`config.mk`:
```
export PLATFORM = sky130hd
export DESIGN_NAME = csv_field_splitter_flat
export DESIGN_NICKNAME = d
export VERILOG_FILES = /design/src/hdl/csvfs_pkg.sv /design/src/hdl/csvfs_if.sv /design/src/hdl/csv_field_splitter.sv /design/src/flat_wrapper.sv
export SDC_FILE = /design/constraint.sdc
export NUM_CORES = 1
export LEC_CHECK = 0
export BUFFER_PORTS_ARGS = -buffer_cell sky130_fd_sc_hd__clkbuf_2
export CORE_MARGIN = 4
export CORE_UTILIZATION = 37
export CTS_CLUSTER_DIAMETER = 40
export CTS_CLUSTER_SIZE = 8
export DETAILED_ROUTE_END_ITERATION = 10
export PLACE_DENSITY = 0.56
export SLEW_MARGIN = 20
export SYNTH_ARGS = -nofsm -noshare
export SYNTH_HDL_FRONTEND = slang
export SYNTH_SLANG_ARGS = --single-unit
```
`constraint.sdc`:
```
create_clock -name clk -period 4.7 [get_ports clk]
set_clock_uncertainty 0.1 [all_clocks]
set_input_delay 0.705 -clock clk [delete_from_list [all_inputs] [get_ports clk]]
set_output_delay 0.705 -clock clk [all_outputs]
set_load 0.01 [all_outputs]
```
`src/hdl/csvfs_pkg.sv`:
```
// csvfs_pkg: types and constants shared by the csv field splitter files
// no dependencies
package csvfs_pkg;

	localparam int unsigned FIELD_LIMIT = 255;

	localparam logic [7:0] CHAR_COMMA = 8'h2C;
	localparam logic [7:0] CHAR_QUOTE = 8'h22;

	typedef enum logic [1:0] {
		KIND_START    = 2'd0,
		KIND_DATA     = 2'd1,
		KIND_LINE_END = 2'd2
	} kind_t;

	typedef struct packed {
		kind_t      kind;
		logic [7:0] char_out;
		logic [7:0] field_index;
		logic [7:0] field_total;
		logic       truncated;
		logic       last;
	} res_t;

endpackage

```
`src/hdl/csvfs_if.sv`:
```
// csvfs_in_if / csvfs_out_if: valid/ready channels of the csv field splitter
// depends on csvfs_pkg
interface csvfs_in_if;
	logic       valid;
	logic       ready;
	logic [7:0] char_in;
	logic       line_end;

	modport source (output valid, output char_in, output line_end, input ready);
	modport sink (input valid, input char_in, input line_end, output ready);
endinterface

interface csvfs_out_if;
	logic              valid;
	logic              ready;
	csvfs_pkg::kind_t  kind;
	logic [7:0]        char_out;
	logic [7:0]        field_index;
	logic [7:0]        field_total;
	logic              truncated;
	logic              last;

	modport source (output valid, output kind, output char_out, output field_index,
		output field_total, output truncated, output last, input ready);
	modport sink (input valid, input kind, input char_out, input field_index,
		input field_total, input truncated, input last, output ready);
endinterface

```
`src/hdl/csv_field_splitter.sv`:
```
// csv_field_splitter: splits a byte stream into comma separated fields with quote escapes
// depends on csvfs_pkg and the channel interfaces in csvfs_if.sv
// output: first result of a beat is registered and on the output in the cycle after the beat is accepted
// throughput: one input beat per cycle while the output is not stalled and each beat
//   yields at most one result; a beat that opens a field and carries its first byte yields
//   two results and holds off the next beat while the second waits in the one spill slot
//   behind the single output register; reset: parser at line start, field count zero, max_fields 255, output empty
module csv_field_splitter (
	input  logic               clk,
	input  logic               arst_n,
	input  logic               cfg_we,
	input  logic [7:0]         cfg_wdata,
	csvfs_in_if.sink           line_in,
	csvfs_out_if.source        field_out
);
	import csvfs_pkg::*;

	logic [7:0] max_fields_q;
	logic       after_sep_q;
	logic       in_quotes_q;
	logic       quote_pend_q;
	logic [7:0] field_cnt_q;
	logic       limit_hit_q;

	logic       nxt_after_sep;
	logic       nxt_in_quotes;
	logic       nxt_quote_pend;
	logic [7:0] nxt_field_cnt;
	logic       nxt_limit_hit;

	res_t       res0;
	res_t       res1;
	logic [1:0] n_res;
	logic [7:0] lim;
	logic [7:0] c;
	logic       accept;

	res_t       out_q;
	logic       out_valid_q;
	res_t       pend_q;
	logic       pend_valid_q;

	assign c = line_in.char_in;
	assign lim = (FIELD_LIMIT < 256 && 8'(FIELD_LIMIT) < max_fields_q) ?
		8'(FIELD_LIMIT) : max_fields_q;

	assign line_in.ready = !pend_valid_q && (!out_valid_q || field_out.ready);
	assign accept = line_in.valid && line_in.ready;

	always_comb begin
		nxt_after_sep  = after_sep_q;
		nxt_in_quotes  = in_quotes_q;
		nxt_quote_pend = quote_pend_q;
		nxt_field_cnt  = field_cnt_q;
		nxt_limit_hit  = limit_hit_q;
		res0 = '0;
		res1 = '0;
		n_res = 2'd0;
		if (line_in.line_end) begin
			res0.kind        = KIND_LINE_END;
			res0.field_total = field_cnt_q;
			res0.truncated   = limit_hit_q;
			res0.last        = 1'b1;
			n_res = 2'd1;
			nxt_after_sep  = 1'b1;
			nxt_in_quotes  = 1'b0;
			nxt_quote_pend = 1'b0;
			nxt_field_cnt  = 8'd0;
			nxt_limit_hit  = 1'b0;
		end else if (!limit_hit_q) begin
			// default result: single data byte for the current field
			res0.kind        = KIND_DATA;
			res0.char_out    = c;
			res0.field_index = field_cnt_q - 8'd1;
			res0.last        = 1'b1;
			if (quote_pend_q) begin
				nxt_quote_pend = 1'b0;
				if (c == CHAR_QUOTE) begin
					n_res = 2'd1;
				end else begin
					nxt_in_quotes = 1'b0;
					if (c == CHAR_COMMA) begin
						nxt_after_sep = 1'b1;
					end else begin
						n_res = 2'd1;
					end
				end
			end else if (in_quotes_q) begin
				if (c == CHAR_QUOTE) begin
					nxt_quote_pend = 1'b1;
				end else begin
					n_res = 2'd1;
				end
			end else if (after_sep_q) begin
				if (field_cnt_q >= lim) begin
					nxt_limit_hit = 1'b1;
				end else begin
					res0 = '0;
					res0.kind        = KIND_START;
					res0.field_index = field_cnt_q;
					res0.last        = 1'b1;
					n_res = 2'd1;
					nxt_field_cnt = field_cnt_q + 8'd1;
					if (c == CHAR_QUOTE) begin
						nxt_in_quotes = 1'b1;
						nxt_after_sep = 1'b0;
					end else if (c != CHAR_COMMA) begin
						nxt_after_sep = 1'b0;
						res0.last        = 1'b0;
						res1.kind        = KIND_DATA;
						res1.char_out    = c;
						res1.field_index = field_cnt_q;
						res1.last        = 1'b1;
						n_res = 2'd2;
					end
				end
			end else begin
				if (c == CHAR_COMMA) begin
					nxt_after_sep = 1'b1;
				end else begin
					n_res = 2'd1;
				end
			end
		end
	end

	always_ff @(posedge clk or negedge arst_n) begin
		if (!arst_n) begin
			max_fields_q <= 8'd255;
			after_sep_q  <= 1'b1;
			in_quotes_q  <= 1'b0;
			quote_pend_q <= 1'b0;
			field_cnt_q  <= 8'd0;
			limit_hit_q  <= 1'b0;
		end else begin
			if (cfg_we) begin
				max_fields_q <= cfg_wdata;
			end
			if (accept) begin
				after_sep_q  <= nxt_after_sep;
				in_quotes_q  <= nxt_in_quotes;
				quote_pend_q <= nxt_quote_pend;
				field_cnt_q  <= nxt_field_cnt;
				limit_hit_q  <= nxt_limit_hit;
			end
		end
	end

	// output register and spill slot
	always_ff @(posedge clk or negedge arst_n) begin
		if (!arst_n) begin
			out_valid_q  <= 1'b0;
			pend_valid_q <= 1'b0;
		end else if (accept) begin
			out_valid_q  <= (n_res != 2'd0);
			pend_valid_q <= (n_res == 2'd2);
		end else if (out_valid_q && field_out.ready) begin
			out_valid_q  <= pend_valid_q;
			pend_valid_q <= 1'b0;
		end
	end

	always_ff @(posedge clk) begin
		if (accept) begin
			out_q  <= res0;
			pend_q <= res1;
		end else if (out_valid_q && field_out.ready) begin
			out_q <= pend_q;
		end
	end

	assign field_out.valid       = out_valid_q;
	assign field_out.kind        = out_q.kind;
	assign field_out.char_out    = out_q.char_out;
	assign field_out.field_index = out_q.field_index;
	assign field_out.field_total = out_q.field_total;
	assign field_out.truncated   = out_q.truncated;
	assign field_out.last        = out_q.last;

	a_pend_needs_out: assert property (@(posedge clk) disable iff (!arst_n)
		pend_valid_q |-> out_valid_q)
		else $error("spill slot full with output register empty");

	a_pend_blocks_in: assert property (@(posedge clk) disable iff (!arst_n)
		pend_valid_q |-> !line_in.ready)
		else $error("input taken while spill slot full");

	a_quote_state: assert property (@(posedge clk) disable iff (!arst_n)
		(quote_pend_q |-> in_quotes_q) and (in_quotes_q |-> !after_sep_q))
		else $error("inconsistent quote state");

	a_line_end_out: assert property (@(posedge clk) disable iff (!arst_n)
		(accept && line_in.line_end) |=>
			(out_valid_q && out_q.kind == KIND_LINE_END && out_q.last && !pend_valid_q))
		else $error("line end beat did not yield a summary");

endmodule
```
`src/flat_wrapper.sv`:
```
// flat-port wrapper written by rule: the top's interface ports become plain ports
module csv_field_splitter_flat import csvfs_pkg::*;
  (clk, arst_n, cfg_we, cfg_wdata, line_in_valid, line_in_char_in, line_in_line_end, line_in_ready, field_out_valid, field_out_kind, field_out_char_out, field_out_field_index, field_out_field_total, field_out_truncated, field_out_last, field_out_ready);
  csvfs_in_if line_in_i ();
  csvfs_out_if field_out_i ();
  input  logic clk;
  input  logic arst_n;
  input  logic cfg_we;
  input  logic [7:0] cfg_wdata;
  input wire logic [$bits(line_in_i.valid)-1:0] line_in_valid;
  input wire logic [$bits(line_in_i.char_in)-1:0] line_in_char_in;
  input wire logic [$bits(line_in_i.line_end)-1:0] line_in_line_end;
  output wire logic [$bits(line_in_i.ready)-1:0] line_in_ready;
  output wire logic [$bits(field_out_i.valid)-1:0] field_out_valid;
  output wire logic [$bits(field_out_i.kind)-1:0] field_out_kind;
  output wire logic [$bits(field_out_i.char_out)-1:0] field_out_char_out;
  output wire logic [$bits(field_out_i.field_index)-1:0] field_out_field_index;
  output wire logic [$bits(field_out_i.field_total)-1:0] field_out_field_total;
  output wire logic [$bits(field_out_i.truncated)-1:0] field_out_truncated;
  output wire logic [$bits(field_out_i.last)-1:0] field_out_last;
  input wire logic [$bits(field_out_i.ready)-1:0] field_out_ready;
  assign line_in_i.valid = line_in_valid;
  assign line_in_i.char_in = line_in_char_in;
  assign line_in_i.line_end = line_in_line_end;
  assign line_in_ready = line_in_i.ready;
  assign field_out_valid = field_out_i.valid;
  assign field_out_kind = field_out_i.kind;
  assign field_out_char_out = field_out_i.char_out;
  assign field_out_field_index = field_out_i.field_index;
  assign field_out_field_total = field_out_i.field_total;
  assign field_out_truncated = field_out_i.truncated;
  assign field_out_last = field_out_i.last;
  assign field_out_i.ready = field_out_ready;
  csv_field_splitter u_core (.clk(clk), .arst_n(arst_n), .cfg_we(cfg_we), .cfg_wdata(cfg_wdata), .line_in(line_in_i), .field_out(field_out_i));
endmodule
```
==> metrics.txt <==
vias in the first global route=2554; largest net degree at the start of global routing=28; total leakage power=approximately 1.6 nW; sequential share of the synthesized area=55.6%; Flop pwr share=43.4%; Async SR Flop Fraction=between 30% and 40%; diode count=0; setup TNS=0 ps; non-filler cells, final=between 400 and 500; IO buf count=51; Reg2Reg Setup Slack=1820 ps; CP delay by family, top=simple AND/OR/NAND/NOR gates; final setup fails=0; Clk Tree Root Cell=clkbuf_8; Worst Hold Class=input pin to async pin; CTS Hold Bufs=0; Pint=about 1.4 mW; RSZ-0062 raised after global routing=no; crit path time final=2880 ps; Syn Inst Count=310; number of synthesized register bits=67; Avg WL per Cell=16.3 um; initial antenna violation count=0; worst-margin pin slew=894 ps; most frequent cell after synthesis=edfxtp_1; core area=0.00889 sq mm; CP Class=flip-flop to flip-flop; Final Hold Fails=0; Comb power frac=roughly a third; CTS Buf Count=9; remaining antenna violation count=0; outcome=completed; TritonCTS clock tree=yes; Initial Util=38.7%; PwrDens=534 mW/mm^2; top cell type's share of synthesized area=roughly two fifths; total wire length=7.68 mm; Die Wd=104 um; synth warn=0; final-report max-slew violation count=0; Global Route Usage Sum=14.9%; CP arrival=2980 ps; Vias=2547; Synth cell types=between 50 and 60; crit path cell chain=ha_1 -> nor4_4 -> o21ai_2 -> a31o_4 -> nor3_2 -> and2_1; largest area contributor in the netlist=edfxtp_1; switching part of the total=34.5%; VDD IR-drop max=0.000219 V; CP max-delay cell=nor3_2; leading post-synthesis cells by cell area=edfxtp_1 39%, dfrtp_1 9.5%, dfstp_2 6.9%, and2_1 4.4%, ha_1 3.6%; Max FO, Critical Path=22; H-tree depth=3; Synth-to-Final Area Change=16.2%; CP Capture Type=flip-flop; FP Rows=34; CTS sink cnt=67; Final GP Congestion=0.774; r2r endpoint=u_core.pend_q[20]$_SDFFCE_PP0P_; post-route clock period utilization=61.3%; total I/O pin count=52; Die Height=104 um; synthesized area=0.00344 sq mm; Nets=389; Fmax achieved=347 MHz; drt first-iter violations=approximately 130; filler instances=854; largest stage delay on the critical path=750 ps; Worst Path Buf+Inv=0; Die ar.=0.0109 sq mm; drt pass-1 iters=4; R2R depth=6; number of flops mapped to enable cells by yosys=between 40 and 50; # Post-CTS Setup Buffers=0; maximum buffer depth of the clock tree=2; vias per std cell=~5.4; Max Cap Viol=0; first-pass GRT wire length=13.0 mm; CP required=4800 ps; DRC=0; CP Launch Type=flip-flop; part of the power in the clock network=24.6%; post-DP HPWL=approximately 5.4 mm; post_cts resized=0; reg-to-reg startpoint=u_core.field_cnt_q[2]$_DFFE_PN0P_; Rel. slew slack=40.1%; Psw=about 0.74 mW; Syn Nets=342; synthesized area per cell=around 11 sq um; Commonest cells post-synth=45 x edfxtp_1, 31 x nand2_1, 24 x and2_1; worst skew pair latency=340 ps; layout cells sized above 1=25.1%; Reg clk slew, reported paths=80 ps; Congestion Overflow GR=0; Cells after DPL=around 450; most common flop cell mapped by yosys=edfxtp_1
power groups by stage:
stage	registers, mW	clock network [mW]	logic [mW]
after detailed placement	0.942	0	0.690
after CTS	0.930	0.540	0.693
final	0.927	0.525	0.682
after global placement	0.939	0	0.683
after floorplan	0.977	0	0.410
after global routing	0.946	0.561	0.765
cells by family after synthesis:
group | count (synthesis) | synth area share, %
flip-flops | 67 | 55.6
XOR/XNOR | 1 | 0.255
AO/OA/AOI/OAI | 67 | 14.4
AND/OR/NAND/NOR | 125 | 20.4
adder cells (fa/ha/maj) | 10 | 3.64
multiplexers | 4 | 1.27
buffers and inverters | 36 | 4.33
stage by stage:
stage          hold WS (ps)  instance area, sq um  worst slack (ps)  utilization (%)  power, mW
3_3_place_gp            404                  3780              1700             42.5       1.62
4_1_cts                 253                  3990              1780             44.9       2.16
2_1_floorplan           309                  3440              2270                -       1.39
6_report                257                  3990              1820             44.9       2.13
5_1_grt                 281                  3990              1600             44.9       2.27
3_5_place_dp            403                  3780              1650             42.5       1.63
registers in the layout, summed over array words and instances (netlist names), 2 cells and up:
name,cells
u_core.field_out.field_index,8
u_core.field_out.field_total,8
u_core.field_out.char_out,8
u_core.field_out.kind,2
u_core.field_cnt_q,8
u_core.max_fields_q,8
u_core.pend_q,17
worst max path at each step:
stage / slack, ps / cells past startpoint / startpoint / to
2_1_floorplan: 2270 / 7 / line_in_valid / u_core.field_out.field_total[6]$_SDFFCE_PN0P_
3_3_place_gp: 1700 / 5 / field_out_ready / u_core.field_out.char_out[5]$_DFFE_PP_
3_5_place_dp: 1650 / 5 / field_out_ready / u_core.field_out.char_out[6]$_DFFE_PP_
4_1_cts: 1780 / 6 / u_core.field_cnt_q[2]$_DFFE_PN0P_ / u_core.pend_q[20]$_SDFFCE_PP0P_
5_1_grt: 1600 / 6 / u_core.field_cnt_q[2]$_DFFE_PN0P_ / u_core.pend_q[19]$_SDFFCE_PP0P_
6_report: 1820 / 6 / u_core.field_cnt_q[2]$_DFFE_PN0P_ / u_core.pend_q[20]$_SDFFCE_PP0P_
final cells by class:
class	count	area, sq um	share of cell area, %
Timing Repair Buffer	54	278	6.95
Sequential cell	67	1910	47.9
Clock buffer	10	128	3.20
Clock inverter	6	90.1	2.26
Multi-Input combinational cell	207	1380	34.6
Inverter	18	67.6	1.69
Tap cell	108	135	3.38
layout by cell type (no fill, tap or decap), types with 3 or more instances in the layout:
cell type	count
buf_4	3
clkbuf_8	9
nor2_1	14
edfxtp_1	45
nand3_1	10
dfstp_2	9
a22o_1	10
a32oi_1	3
nand4_1	9
o21ai_0	12
nor2b_1	3
nand2b_1	6
and2_1	24
dfrtp_1	13
inv_1	18
o211ai_1	5
a21oi_1	10
nand2_1	31
nand4b_1	3
o31ai_1	7
or4_1	4
nor3_1	3
clkbuf_2	51
nor4_1	6
mux2_2	3
ha_1	10
per-layer routing:
layer	part of all wire, %	GRT usage, %	routed length (um)	up-vias
met5	0	0	0	-
met4	1.4	4.94	106	0
met3	4.8	3.85	366	9
met2	47	23.8	3600	62
met1	47	19.7	3610	1220
li1	-	-	-	1256
worst register-to-register path, delay by kind of cell (launching register included):
family | cells | cell delay [ps]
AO/OA/AOI/OAI | 2 | 460
flip-flops | 1 | 560
adder cells (fa/ha/maj) | 1 | 320
AND/OR/NAND/NOR | 3 | 1310
Power figures use the tool's default switching activity.
